`src/hdl/spq_pkg.sv`:
```
// shared types and constants for the stable priority queue
`timescale 1ns / 1ps

package spq_pkg;

    localparam int PRIO_W    = 11;
    localparam int TAG_W     = 16;
    localparam int OCC_W     = 5;
    localparam int CAPACITY_DEF = 16;

    localparam logic [PRIO_W-1:0] EMPTY_PRIO = 11'd2000;

    // operation codes
    localparam logic FUNC_INSERT = 1'b0;
    localparam logic FUNC_REMOVE = 1'b1;

    typedef enum logic [1:0] {
        ST_OK    = 2'd0,
        ST_EMPTY = 2'd1,
        ST_FULL  = 2'd2
    } t_status;

    // one stored ticket
    typedef struct packed {
        logic [PRIO_W-1:0] prio;
        logic [TAG_W-1:0]  tag;
    } t_entry;

    // per-cycle command broadcast to every cell
    typedef struct packed {
        logic   ins;
        logic   rem;
        t_entry word;
    } t_cell_ctl;

endpackage

```
`src/hdl/spq_cell.sv`:
```
// one slot of the sorted shift register
`timescale 1ns / 1ps

module spq_cell (
    input  logic               i_clk,
    input  spq_pkg::t_cell_ctl i_ctl,
    input  logic               i_valid,
    input  spq_pkg::t_entry    i_left,
    input  logic               i_left_keep,
    input  spq_pkg::t_entry    i_right,
    output spq_pkg::t_entry    o_entry,
    output logic               o_keep
);
    import spq_pkg::*;

    t_entry r_entry;
    t_entry n_entry;

    // entry stays put on insert when it sorts at or before the new word
    assign o_keep  = i_valid && (r_entry.prio <= i_ctl.word.prio);
    assign o_entry = r_entry;

    // insert shifts right behind the insertion point, removal shifts left
    always_comb begin
        n_entry = r_entry;
        if (i_ctl.ins && !o_keep) begin
            n_entry = i_left_keep ? i_ctl.word : i_left;
        end else if (i_ctl.rem) begin
            n_entry = i_right;
        end
    end

    always_ff @(posedge i_clk) begin
        r_entry <= n_entry;
    end

endmodule

```
`src/hdl/stable_priority_queue_unit.sv`:
```
// stable priority queue: a chain of sorted cells with a registered result
// the result strobe is registered and rises in the cycle after the word is accepted
// throughput: one insert or removal per cycle while busy is low; every cell updates in parallel
// busy is high only during reset and in the first cycle after reset, the receiver cannot stall
// reset clears the count and the result strobe; slot contents are not cleared
`timescale 1ns / 1ps

module stable_priority_queue_unit #(
    parameter int CAPACITY = spq_pkg::CAPACITY_DEF
) (
    input  logic                       i_clk,
    input  logic                       i_rst_n,
    input  logic                       i_start,
    output logic                       o_busy,
    input  logic                       i_func,
    input  logic [spq_pkg::PRIO_W-1:0] i_priority_req,
    input  logic [spq_pkg::TAG_W-1:0]  i_ticket_tag,
    output logic                       o_done,
    output logic [spq_pkg::PRIO_W-1:0] o_out_priority,
    output logic [spq_pkg::TAG_W-1:0]  o_out_tag,
    output logic [1:0]                 o_status,
    output logic [spq_pkg::OCC_W-1:0]  o_occupancy,
    output logic                       o_is_empty_flag
);
    import spq_pkg::*;

    localparam int CW = $clog2(CAPACITY + 1);

    logic                r_busy;
    logic [CW-1:0]       r_count;
    logic [CW-1:0]       n_count;
    logic                r_done;
    logic [PRIO_W-1:0]   r_prio;
    logic [TAG_W-1:0]    r_tag;
    t_status             r_status;
    logic [PRIO_W-1:0]   n_prio;
    logic [TAG_W-1:0]    n_tag;
    t_status             n_status;

    logic                acc;
    logic                is_full;
    logic                none_held;
    t_cell_ctl           ctl;
    t_entry              cell_entry [CAPACITY];
    logic                cell_keep  [CAPACITY];
    logic                cell_valid [CAPACITY];

    assign acc       = i_start && !o_busy;
    assign is_full   = (r_count == CW'(CAPACITY));
    assign none_held = (r_count == '0);

    // command for the cell row
    always_comb begin
        ctl.ins       = acc && (i_func == FUNC_INSERT) && !is_full;
        ctl.rem       = acc && (i_func == FUNC_REMOVE) && !none_held;
        ctl.word.prio = i_priority_req;
        ctl.word.tag  = i_ticket_tag;
    end

    // cell row, head at index zero
    for (genvar g = 0; g < CAPACITY; g++) begin : g_cell
        assign cell_valid[g] = (CW'(g) < r_count);
        if (g == 0) begin : g_head
            spq_cell u_cell (
                .i_clk       (i_clk),
                .i_ctl       (ctl),
                .i_valid     (cell_valid[g]),
                .i_left      (cell_entry[g]),
                .i_left_keep (1'b1),
                .i_right     (cell_entry[(g + 1) % CAPACITY]),
                .o_entry     (cell_entry[g]),
                .o_keep      (cell_keep[g])
            );
        end else if (g == CAPACITY - 1) begin : g_tail
            spq_cell u_cell (
                .i_clk       (i_clk),
                .i_ctl       (ctl),
                .i_valid     (cell_valid[g]),
                .i_left      (cell_entry[g - 1]),
                .i_left_keep (cell_keep[g - 1]),
                .i_right     (cell_entry[g]),
                .o_entry     (cell_entry[g]),
                .o_keep      (cell_keep[g])
            );
        end else begin : g_mid
            spq_cell u_cell (
                .i_clk       (i_clk),
                .i_ctl       (ctl),
                .i_valid     (cell_valid[g]),
                .i_left      (cell_entry[g - 1]),
                .i_left_keep (cell_keep[g - 1]),
                .i_right     (cell_entry[g + 1]),
                .o_entry     (cell_entry[g]),
                .o_keep      (cell_keep[g])
            );
        end
    end

    // next count and result word
    always_comb begin
        n_count  = r_count;
        n_prio   = '0;
        n_tag    = '0;
        n_status = ST_OK;
        if (ctl.ins) begin
            n_count = r_count + 1'b1;
        end
        if (ctl.rem) begin
            n_count = r_count - 1'b1;
            n_prio  = cell_entry[0].prio;
            n_tag   = cell_entry[0].tag;
        end
        if (i_func == FUNC_INSERT && is_full) begin
            n_status = ST_FULL;
        end
        if (i_func == FUNC_REMOVE && none_held) begin
            n_status = ST_EMPTY;
            n_prio   = EMPTY_PRIO;
        end
    end

    // control registers
    always_ff @(posedge i_clk) begin
        if (!i_rst_n) begin
            r_busy  <= 1'b1;
            r_count <= '0;
            r_done  <= 1'b0;
        end else begin
            r_busy  <= 1'b0;
            r_count <= n_count;
            r_done  <= acc;
        end
    end

    // result payload
    always_ff @(posedge i_clk) begin
        if (acc) begin
            r_prio   <= n_prio;
            r_tag    <= n_tag;
            r_status <= n_status;
        end
    end

    assign o_busy          = r_busy;
    assign o_done          = r_done;
    assign o_out_priority  = r_prio;
    assign o_out_tag       = r_tag;
    assign o_status        = r_status;
    assign o_occupancy     = OCC_W'(r_count);
    assign o_is_empty_flag = none_held;

`ifndef SYNTHESIS
    a_count_bound: assert property (@(posedge i_clk) disable iff (!i_rst_n)
        r_count <= CW'(CAPACITY))
        else $error("count above capacity");

    a_done_follows: assert property (@(posedge i_clk) disable iff (!i_rst_n)
        acc |=> o_done)
        else $error("missing result strobe");

    a_rem_count: assert property (@(posedge i_clk) disable iff (!i_rst_n)
        (acc && i_func == FUNC_REMOVE && !none_held)
            |=> (r_count == $past(r_count) - 1'b1 && r_status == ST_OK))
        else $error("removal did not shrink queue");
`endif

endmodule
```
`config.mk`:
```
export PLATFORM = sky130hd
export DESIGN_NAME = stable_priority_queue_unit
export DESIGN_NICKNAME = d
export VERILOG_FILES = /design/src/hdl/spq_pkg.sv /design/src/hdl/spq_cell.sv /design/src/hdl/stable_priority_queue_unit.sv
export SDC_FILE = /design/constraint.sdc
export NUM_CORES = 1
export LEC_CHECK = 0
export ABC_CLOCK_PERIOD_IN_PS = 10000
export BUFFER_PORTS_ARGS = -buffer_cell sky130_fd_sc_hd__buf_2
export CORE_MARGIN = 2
export CORE_UTILIZATION = 40
export DETAILED_ROUTE_END_ITERATION = 10
export PLACE_DENSITY = 0.6
export SKIP_CTS_REPAIR_TIMING = 1
export SYNTH_ARGS = -nofsm -noshare
export SYNTH_HDL_FRONTEND = slang
export SYNTH_SLANG_ARGS = --single-unit
```
`constraint.sdc`:
```
create_clock -name i_clk -period 10 [get_ports i_clk]
set_clock_uncertainty 0.1 [all_clocks]
set_input_delay 2 -clock i_clk [delete_from_list [all_inputs] [get_ports i_clk]]
set_output_delay 2 -clock i_clk [all_outputs]
set_load 0.02 [all_outputs]
```
==> flow_summary.ini, run 1 <==
[floorplanning]
chipHeight_um = 266
floorplan.initialDensity_pct = 40.2
chipWidth_um = 266
floorplan.rows = 96
die_area_um2 = 70800
io_pins = 68
core_area_um2 = 68300

[clocking]
clk_pin_slew_worst_paths_ns = 0.06
h-tree-depth = 2
cts_num_sinks = 468
clock_tree.root_cell = clkbuf_16
max-clock-path-buffers = 3
cts_tree = done
insertion_delay_ns = 0.61
number_of_buffers_created_by_cts = 54

[power]
worst_ir_drop_vdd_v = 0.000115
leakage_nw = 13.2
power_density_nw_per_um2 = 163

[setup_path]
endpoint_kind = register
worst_setup_path_start_kind = input port
cp_data_required_time_ns = 10.02
crit_path_top_delay_cell = a2111oi_0
path_cells = buf_2 -> inv_1 -> buf_4 -> ha_1 -> nand4_1 -> a211oi_1 -> a2111oi_0 -> o32ai_4 -> buf_4 -> and2_1 -> buf_4 -> nand2b_1
timing.critical_path.max_delay_family = buffers and inverters
arrival_ns = 5.94
critical_path.max_stage_delay_ns = 0.83
criticalPathCategory = input port to register
critPathBufInv = 5
crit_fanout = 55
timing.critical_path.mode_cell = buf_4

[final_layout]
post_layout_nonfiller_instances = 3338
drive_above_1_share_pct = 12.7
layout_commonest_cell = a21oi_1
area_growth_pct = 10.7
finish.net_count = 2624
antennaDiodeCount = 0
fill_cells = 6292
most-common-layout-cells = a21oi_1 (488), edfxtp_1 (461), mux2i_1 (354)
finalCoreUtilization_pct = 44.5

[synthesis]
most_frequently_used_flop_master_after_synthesis = edfxtp_1
syn_inst = 2414
yosysTopAreaCell = edfxtp_1
mappedNetlistNets = 2624
syn_area_um2 = 27500
synthArstFlopShare_pct = 0
syn_avg_cell_area_um2 = 11.4
synth_area_leaders = edfxtp_1 (50%), mux2i_1 (13%), a21oi_1 (8.9%)
yosysWarnings = 0
ys_seq_elements = 468
synth_enable_flop_cells = 461
yosysTopAreaCellShare_pct = 50.4
sequential_element_share_of_the_synthesized_area_pct = 50.9
yosysUniqueCellTypes = 57

[timing]
drv_slew = 0
finalSetupViolCount = 0
totalNegativeSetupSlack_ns = 0
grt_setup_unrepaired = false
period_minus_slack_ns = 5.92
fmax_mhz = 169
finalHoldWorstSlack_ns = 0.446
timing.max_slew.rel_slack_pct = 14.4
post-route-period-util_pct = 59.2
finalHoldViolCount = 0
tightest_slew_ns = 1.27

[placement]
place.detailed.instances = 3240
port_buffers = 67
place.gp.congestion = 0.897
detailed_place_hpwl_um = 52600

[routing]
total_routed_wire_length_on_the_met1_layer_um = 35300
post-route-drc-count = 0
detail-route-antenna-nets = 0
overall_routed_net_length_um = 77100
firstDrtPassIters = 5
wl_met3_um = 5080
detail_route.vias_per_cell = 5.78
maxUsedRoutingLayer = met4
dr_wl_met2_um = 34400
drt_iter0_drc = 1705
vias = 19303
wl_per_cell_um = 23.1

[grt]
globalRoute.totalOverflow = 0
number_of_global_route_vias_before_repair = 19217
grt_first_pass_wirelength_um = 118000
antenna_found_initial = 4
largest_net_degree_at_the_start_of_global_routing = 62
globalRouteTotalUtil_pct = 21.7

[worst_hold_path]
timing.hold.worst.class = register to register

[flow_run]
cap_violations = 0

[status]
outcome = complete, no violations
-- cell families after synthesis --
family | synth area share, %
simple gates | 7.61
buf+inv | 3.44
mux | 17.2
flops | 50.9
xor+xnor | 0.0956
compound gates | 12.6
fa+ha+maj | 8.15
-- Yosys cell counts, types with 4 or more instances --
cell / instances
nor2_1: 245
a21o_1: 9
nor2_4: 4
mux2i_1: 354
a21oi_1: 490
buf_2: 51
a211oi_1: 23
ha_1: 179
o21ai_1: 31
nor2b_1: 5
nand2b_1: 15
a2111oi_0: 6
buf_1: 10
dfxtp_1: 7
nor3_1: 11
mux2_2: 85
nand4_1: 30
inv_1: 49
mux2_1: 21
nand3b_1: 14
nand3_1: 28
buf_4: 9
o21ai_0: 31
edfxtp_1: 461
clkbuf_1: 101
and2_1: 28
nand2_1: 56
o211ai_1: 4
a211o_1: 7
-- sequential cells by signal, indices dropped and copies added, names as in the netlist --
name and cells:
g_cell.g_mid.u_cell.o_entry 378, g_cell.g_head.u_cell.o_entry 27, g_cell.g_tail.u_cell.o_entry 27, o_out_tag 16, o_out_priority 11, o_occupancy 5, o_status 2, o_busy 1
o_done 1
-- metrics by stage --
step | cell area [µm²] | power, mW | worst slack, ns
floorplan | 27500 | 2.83 | 3.78
CTS | 30400 | 5.00 | 4.15
global placement | 28700 | 3.03 | 3.60
finish | 30400 | 4.97 | 4.08
global route | 30400 | 5.16 | 3.82
detailed placement | 28700 | 3.05 | 3.57
-- area by class of cell --
| type | count | area (µm²) | share of cell area [%] |
|---|---|---|---|
| clock inverters | 30 | 292 | 0.958 |
| well taps | 882 | 1100 | 3.63 |
| multi-input cells | 1724 | 12800 | 41.9 |
| inverters | 49 | 184 | 0.604 |
| flip-flops and latches | 468 | 14000 | 45.9 |
| repair buffers | 117 | 711 | 2.34 |
| clock buffers | 68 | 1400 | 4.61 |
-- power by group --
part / total, mW / switching (mW) / internal (mW)
Sequential: 2.38 / 0.0795 / 2.30
Clock: 1.95 / 0.829 / 1.12
Combinational: 0.636 / 0.407 / 0.229
Total: 4.97 / 1.32 / 3.65
-- worst register-to-register path, stage by stage (launching register included) --
cell and delay (ns):
edfxtp_1 0.48, ha_1 0.36, a21oi_1 0.14, o21ai_0 0.09, a2111oi_0 0.86, o32ai_4 0.16, buf_4 0.36, and2_1 0.30
buf_4 0.21, nand2b_1 0.72
-- metal layers --
layer / up-vias / track usage (%)
met5: - / 0
met4: 0 / 6.73
met3: 158 / 3.05
met2: 663 / 33.9
met1: 9386 / 31.0
li1: 9096 / -
-- worst paths after layout --
check / startpoint / endpoint / slack (ns) / cells after the start
setup reg to reg: g_cell[6].g_mid.u_cell.o_entry[22]$_DFFE_PP_ / g_cell[6].g_mid.u_cell.o_entry[14]$_DFFE_PP_ / 5.72 / 9
setup / recovery: i_priority_req[10] / g_cell[6].g_mid.u_cell.o_entry[14]$_DFFE_PP_ / 4.08 / 12
hold reg to reg: g_cell[15].g_tail.u_cell.o_entry[2]$_DFFE_PP_ / g_cell[14].g_mid.u_cell.o_entry[2]$_DFFE_PP_ / 0.45 / 1
hold / removal: g_cell[15].g_tail.u_cell.o_entry[2]$_DFFE_PP_ / g_cell[14].g_mid.u_cell.o_entry[2]$_DFFE_PP_ / 0.45 / 1
No activity file was read; power rests on OpenSTA's default activity.
==> inputs of run 2 (changes only) <==
--- a/config.mk
+++ b/config.mk
@@ -5,12 +5,13 @@
 export SDC_FILE = /design/constraint.sdc
 export NUM_CORES = 1
 export LEC_CHECK = 0
-export ABC_CLOCK_PERIOD_IN_PS = 10000
+export ABC_AREA = 1
+export ABC_CLOCK_PERIOD_IN_PS = 5400
 export BUFFER_PORTS_ARGS = -buffer_cell sky130_fd_sc_hd__buf_2
 export CORE_MARGIN = 2
 export CORE_UTILIZATION = 40
 export DETAILED_ROUTE_END_ITERATION = 10
-export PLACE_DENSITY = 0.6
+export PLACE_DENSITY = 0.62
 export SKIP_CTS_REPAIR_TIMING = 1
 export SYNTH_ARGS = -nofsm -noshare
 export SYNTH_HDL_FRONTEND = slang
==> constraint.sdc (replaced) <==
create_clock -name i_clk -period 5.4 [get_ports i_clk]
set_clock_uncertainty 0.1 [all_clocks]
set_input_delay 1.08 -clock i_clk [delete_from_list [all_inputs] [get_ports i_clk]]
set_output_delay 1.08 -clock i_clk [all_outputs]
set_load 0.02 [all_outputs]
==> flow_summary.ini, run 2 <==
[status]
outcome = complete, no violations

[synthesis]
syn_avg_cell_area_um2 = 7.53
synthArstFlopShare_pct = 0
synth_enable_flop_cells = 461
yosysTopAreaCell = edfxtp_1
synthMuxAreaShare_pct = 0
syn_area_um2 = 30000
yosysTopAreaCellShare_pct = 46.2
yosysUniqueCellTypes = 34
yosys.area_share.adder_pct = 7.47
most_frequently_used_flop_master_after_synthesis = edfxtp_1
synth_area_leaders = edfxtp_1 (46%), nand2_1 (28%), ha_1 (7.5%)
syn_inst = 3978
yosys.cell_count.top_type = nand2_1
mappedNetlistNets = 4188
synth_compound_area_share_pct = 2.30
synth_simple_gate_area_share_pct = 37.1
synth.cells.most_frequent = nand2_1 (2273), edfxtp_1 (461), nand3_1 (402)
synth_top_family_by_area = simple AND/OR/NAND/NOR gates
sequential_element_share_of_the_synthesized_area_pct = 46.7
yosys.area_share.xor_xnor_pct = 0.0292
ys_seq_elements = 468
yosysWarnings = 0

[final_layout]
layout_commonest_cell = nand2_1
fill_cells = 7613
post_layout_nonfiller_instances = 4989
antennaDiodeCount = 0
largest_reg_flops = 378
finish.net_count = 4187
most-common-layout-cells = nand2_1 (2272), edfxtp_1 (461), nand3_1 (402)
area_growth_pct = 9.09
layout.cell_area.non_filler_um2 = 32700
area.sequential_um2 = 14000
drive_above_1_share_pct = 7.09
multi_input_area_um2 = 14100

[power]
internal_power_mw = 6.51
seqPwrFrac_pct = 47.3
power.share.switching_pct = 29.0
leakage_nw = 16.3
netSwitchingPower_mw = 2.67
finalPower_mw = 9.18
clock_power_share_pct = 38.6
comb_power_share_pct = 14.1
worst_ir_drop_vdd_v = 0.000231
power_density_nw_per_um2 = 281

[floorplanning]
chipHeight_um = 278
core_area_um2 = 74300
floorplan.rows = 100
io_pins = 68
chipWidth_um = 278
floorplan.initialDensity_pct = 40.3
die_area_um2 = 77100

[grt]
globalRouteTotalUtil_pct = 26.5
antenna_found_initial = 0
number_of_global_route_vias_before_repair = 25028
largest_net_degree_at_the_start_of_global_routing = 55
globalRoute.totalOverflow = 0
grt_first_pass_wirelength_um = 157000

[worst_hold_path]
timing.hold.worst.class = register to register
worst_hold_path.num_cells = 2

[routing]
detail-route-antenna-nets = 0
vias = 26684
firstDrtPassIters = 7
detail_route.vias_per_cell = 5.35
overall_routed_net_length_um = 104000
post-route-drc-count = 0
wl_per_cell_um = 20.8
drt_iter0_drc = 3180

[placement]
detailed_place_hpwl_um = 73100
dp_slack_ns = 0.387
place.detailed.instances = 4892
place.gp.congestion = 0.983
port_buffers = 67
placed_cell_area_um2 = 31000

[flow_run]
cap_violations = 0

[setup_path]
reg2reg_path_depth = 9
endpoint_kind = register
cp_data_required_time_ns = 5.67
criticalPathCategory = input port to register
crit_fanout = 29
worst_setup_path_start_kind = input port
arrival_ns = 4.73

[timing]
tightest_slew_ns = 0.929
grt_setup_unrepaired = false
post-route-worst-setup-slack_ns = 0.935
finalSetupViolCount = 0
finalHoldViolCount = 0
totalNegativeSetupSlack_ns = 0
fmax_mhz = 224
drv_slew = 0
timing.max_slew.rel_slack_pct = 37.9
period_minus_slack_ns = 4.46
post-route-period-util_pct = 82.7

[clocking]
number_of_buffers_created_by_cts = 52
clock_tree.root_cell = clkbuf_16
max-clock-path-buffers = 3
insertion_delay_ns = 0.63
cts_num_sinks = 468
clk_pin_slew_worst_paths_ns = 0.06
cts_tree = done
h-tree-depth = 2
==> run 2: cell count changes after synthesis, sizes merged, moves of 106 or more <==
cell   before   now
mux2i     354     0
nor2      250    52
nand2      57  2297
mux2      106     0
inv        49   220
nand3      28   403
a21oi     490    53
==> run 2: cells by family (layout without fill, tap and decap cells) <==
logic type | Yosys count | count (layout)
simple gates | 2783 | 2783
buf+inv | 420 | 462
compound gates | 127 | 127
xor+xnor | 1 | 1
flops | 468 | 468
fa+ha+maj | 179 | 179
==> run 2: cell type report <==
| type | count | area share [%] |
|---|---|---|
| timing repair buffer | 145 | 2.85 |
| clock inverter | 36 | 0.911 |
| clock buffer | 61 | 4.18 |
| tap | 969 | 3.71 |
| inverter | 220 | 2.53 |
| multi-input combinational | 3090 | 43.1 |
| sequential | 468 | 42.8 |
==> run 2: worst paths after layout <==
| path | slack [ns] | to | start |
|---|---|---|---|
| max | 0.94 | g_cell[8].g_mid.u_cell.o_entry[7]$_DFFE_PP_ | i_priority_req[8] |
| max reg2reg | 1.31 | g_cell[8].g_mid.u_cell.o_entry[7]$_DFFE_PP_ | o_occupancy[4]$_SDFFE_PN0P_ |
| min | 0.45 | g_cell[14].g_mid.u_cell.o_entry[6]$_DFFE_PP_ | g_cell[15].g_tail.u_cell.o_entry[6]$_DFFE_PP_ |
| min reg2reg | 0.45 | g_cell[14].g_mid.u_cell.o_entry[6]$_DFFE_PP_ | g_cell[15].g_tail.u_cell.o_entry[6]$_DFFE_PP_ |
==> run 2: metal layers <==
layer,wire length (µm),vias to the layer above,GRT usage (%)
li1,-,12828,-
met1,42800,12288,36.0
met2,46300,1350,42.0
met3,10200,218,4.67
met4,4380,0,10.6
met5,0,-,0
==> run 2: per-stage QoR <==
stage	util, %	hold WS (ns)
after floorplan	-	0.394
after CTS	44.0	0.446
after global placement	41.8	0.423
after global routing	44.0	0.459
final	44.0	0.449
after detailed placement	41.8	0.414
==> run 2: power by group through the flow <==
| stage | clock, mW | combinational (mW) | sequential, mW |
|---|---|---|---|
| after detailed placement | 0 | 1.27 | 4.41 |
| after global placement | 0 | 1.25 | 4.41 |
| final | 3.54 | 1.30 | 4.34 |
| after global routing | 3.70 | 1.44 | 4.35 |
| after CTS | 3.57 | 1.27 | 4.34 |
| after floorplan | 0 | 0.843 | 4.36 |
==> run 2: worst max-delay path: stages <==
cell and delay, ns:
buf_2 0.41, inv_1 0.48, ha_1 0.45, nand2_1 0.05
inv_1 0.04, nand2_1 0.07, nor2_1 0.16, nand4_1 0.10
nand2_1 0.12, buf_4 0.29, nand2_2 0.33, nand2_2 0.52
inv_2 0.36, nand2_1 0.17, nand2_1 0.06
==> inputs of run 3 (changes only) <==
--- a/config.mk
+++ b/config.mk
@@ -5,8 +5,8 @@
 export SDC_FILE = /design/constraint.sdc
 export NUM_CORES = 1
 export LEC_CHECK = 0
-export ABC_AREA = 1
-export ABC_CLOCK_PERIOD_IN_PS = 5400
+export ABC_AREA = 0
+export ABC_CLOCK_PERIOD_IN_PS = 3730
 export BUFFER_PORTS_ARGS = -buffer_cell sky130_fd_sc_hd__buf_2
 export CORE_MARGIN = 2
 export CORE_UTILIZATION = 40
==> constraint.sdc (replaced) <==
create_clock -name i_clk -period 3.73 [get_ports i_clk]
set_clock_uncertainty 0.1 [all_clocks]
set_input_delay 0.746 -clock i_clk [delete_from_list [all_inputs] [get_ports i_clk]]
set_output_delay 0.746 -clock i_clk [all_outputs]
set_load 0.02 [all_outputs]
==> flow_summary.ini, run 3 (same netlist as run 1, synthesis figures left out) <==
[status]
outcome = complete, no violations

[floorplanning]
floorplan.initialDensity_pct = 40.2
core_area_um2 = 68300
floorplan.rows = 96
io_pins = 68
chipHeight_um = 266
chipWidth_um = 266
die_area_um2 = 70800

[power]
internal_power_mw = 9.81
netSwitchingPower_mw = 3.39
power.share.switching_pct = 25.7
leakage_nw = 13.5
clock_power_share_pct = 38.6
worst_ir_drop_vdd_v = 0.000313
power_density_nw_per_um2 = 425
comb_power_share_pct = 13.2
seqPwrFrac_pct = 48.2

[setup_path]
reg2reg_path_depth = 8
r2r_setup_slack_ns = 0.56
critPathBufInv = 3
crit_fanout = 27
timing.critical_path.max_delay_family = simple AND/OR/NAND/NOR gates
criticalPathCategory = input port to register
path_cells = buf_2 -> inv_2 -> buf_4 -> ha_1 -> nand2_1 -> o21ai_0 -> a2111oi_4 -> nor2_4 -> mux2i_1 -> a21oi_1
cp_data_required_time_ns = 3.96
crit_path_top_delay_cell = nor2_4
crit_cells = 10
endpoint_kind = register
critical_path.max_stage_delay_ns = 0.80
arrival_ns = 3.40
worst_setup_path_start_kind = input port

[grt]
globalRoute.totalOverflow = 0
globalRouteTotalUtil_pct = 19.1
number_of_global_route_vias_before_repair = 18957
antenna_found_initial = 2
grt_first_pass_wirelength_um = 108000
largest_net_degree_at_the_start_of_global_routing = 60

[clocking]
clock_tree.root_cell = clkbuf_16
max-clock-path-buffers = 3
number_of_buffers_created_by_cts = 51
insertion_delay_ns = 0.60
cts_tree = done
clk_pin_slew_worst_paths_ns = 0.06
h-tree-depth = 2
cts_num_sinks = 468

[timing]
grt_setup_unrepaired = false
fmax_mhz = 315
post-route-period-util_pct = 85.1
timing.max_slew.rel_slack_pct = 20.3
drv_slew = 0
tightest_slew_ns = 1.19
finalSetupViolCount = 0
period_minus_slack_ns = 3.17
finalHoldViolCount = 0
totalNegativeSetupSlack_ns = 0

[final_layout]
area.sequential_um2 = 14000
layout.cell_area.non_filler_um2 = 31100
finish.net_count = 2671
fill_cells = 6245
most-common-layout-cells = a21oi_1 (488), edfxtp_1 (461), mux2i_1 (354)
largest_reg_flops = 378
area_growth_pct = 13.0
drive_above_1_share_pct = 15.2
layout_commonest_cell = a21oi_1
multi_input_area_um2 = 12800

[worst_hold_path]
timing.hold.worst.class = input port to register
worst_hold_path.num_cells = 2

[placement]
port_buffers = 67
placed_cell_area_um2 = 29400
detailed_place_hpwl_um = 50900
place.gp.congestion = 0.897

[routing]
detail-route-antenna-nets = 0
post-route-drc-count = 0
overall_routed_net_length_um = 68200
drt_iter0_drc = 1508
wl_per_cell_um = 20.1
firstDrtPassIters = 6
detail_route.vias_per_cell = 5.56
vias = 18826

[flow_run]
cap_violations = 0
run 3: cell types whose count changed in the layout (fill, tap and decap cells not counted), sizes merged, moves of 12 or more:
cell	change
mux2i	+354
buf	+22
nand3	-375
and2	+27
nand4	+15
a21oi	+437
a211oi	+26
nand2b	+15
nand2	-2240
a2111oi	+12
mux2	+106
inv	-170
nor2	+198
run 3: worst reg2reg max path, delay by kind of cell (launching register included):
| family | cells | cell delay (ns) |
|---|---|---|
| flip-flops | 1 | 0.45 |
| AO/OA/AOI/OAI | 4 | 1.35 |
| buffers and inverters | 1 | 0.16 |
| adder cells (fa/ha/maj) | 1 | 0.36 |
| multiplexers | 1 | 0.33 |
| AND/OR/NAND/NOR | 1 | 0.18 |
run 3: path summary, 6_finish.rpt:
kind                                                                     end                                     startpoint
worst min-delay path                             o_occupancy[2]$_SDFFE_PN0P_                                        i_rst_n
worst max register to register  g_cell[3].g_mid.u_cell.o_entry[14]$_DFFE_PP_   g_cell[2].g_mid.u_cell.o_entry[22]$_DFFE_PP_
worst min register to register  g_cell[14].g_mid.u_cell.o_entry[1]$_DFFE_PP_  g_cell[15].g_tail.u_cell.o_entry[1]$_DFFE_PP_
worst max-delay path             g_cell[8].g_mid.u_cell.o_entry[2]$_DFFE_PP_                              i_priority_req[6]
run 3: power by group through the flow:
stage                     clock [mW]  combinational [mW]  sequential [mW]
final                           5.09                1.75             6.36
after global placement             0                1.67             6.46
after CTS                       5.20                1.74             6.36
after floorplan                    0                1.18             6.40
after global routing            5.39                1.95             6.39
after detailed placement           0                1.74             6.47
run 3: layer usage:
metal	global-route usage (%)	vias up	part of all wire, %
li1	-	9195	-
met1	25.8	9030	46
met2	31.9	474	46
met3	2.26	127	4.6
met4	6.68	0	3.3
met5	0	-	0
run 3: per-stage QoR:
step / utilization, % / std cells / total power [mW] / worst slack [ns] / hold WS (ns)
2_1_floorplan: - / 2414 / 7.59 / -0.389 / 0.424
3_3_place_gp: 43.0 / 3290 / 8.12 / 0.0834 / 0.427
3_5_place_dp: 43.0 / 3290 / 8.20 / -0.0500 / 0.433
4_1_cts: 45.4 / 3382 / 13.3 / 0.557 / 0.233
5_1_grt: 45.4 / 3384 / 13.7 / 0.384 / 0.245
6_report: 45.4 / 3385 / 13.2 / 0.556 / 0.268
run 3: area by class of cell:
| cell class | count | share of cell area (%) |
|---|---|---|
| timing repair buffer | 167 | 4.22 |
| multi-input combinational | 1724 | 41.3 |
| clock buffer | 65 | 4.35 |
| sequential | 468 | 45.0 |
| antenna | 3 | 0.0242 |
| inverter | 49 | 0.592 |
| tap | 882 | 3.55 |
| clock inverter | 27 | 0.927 |
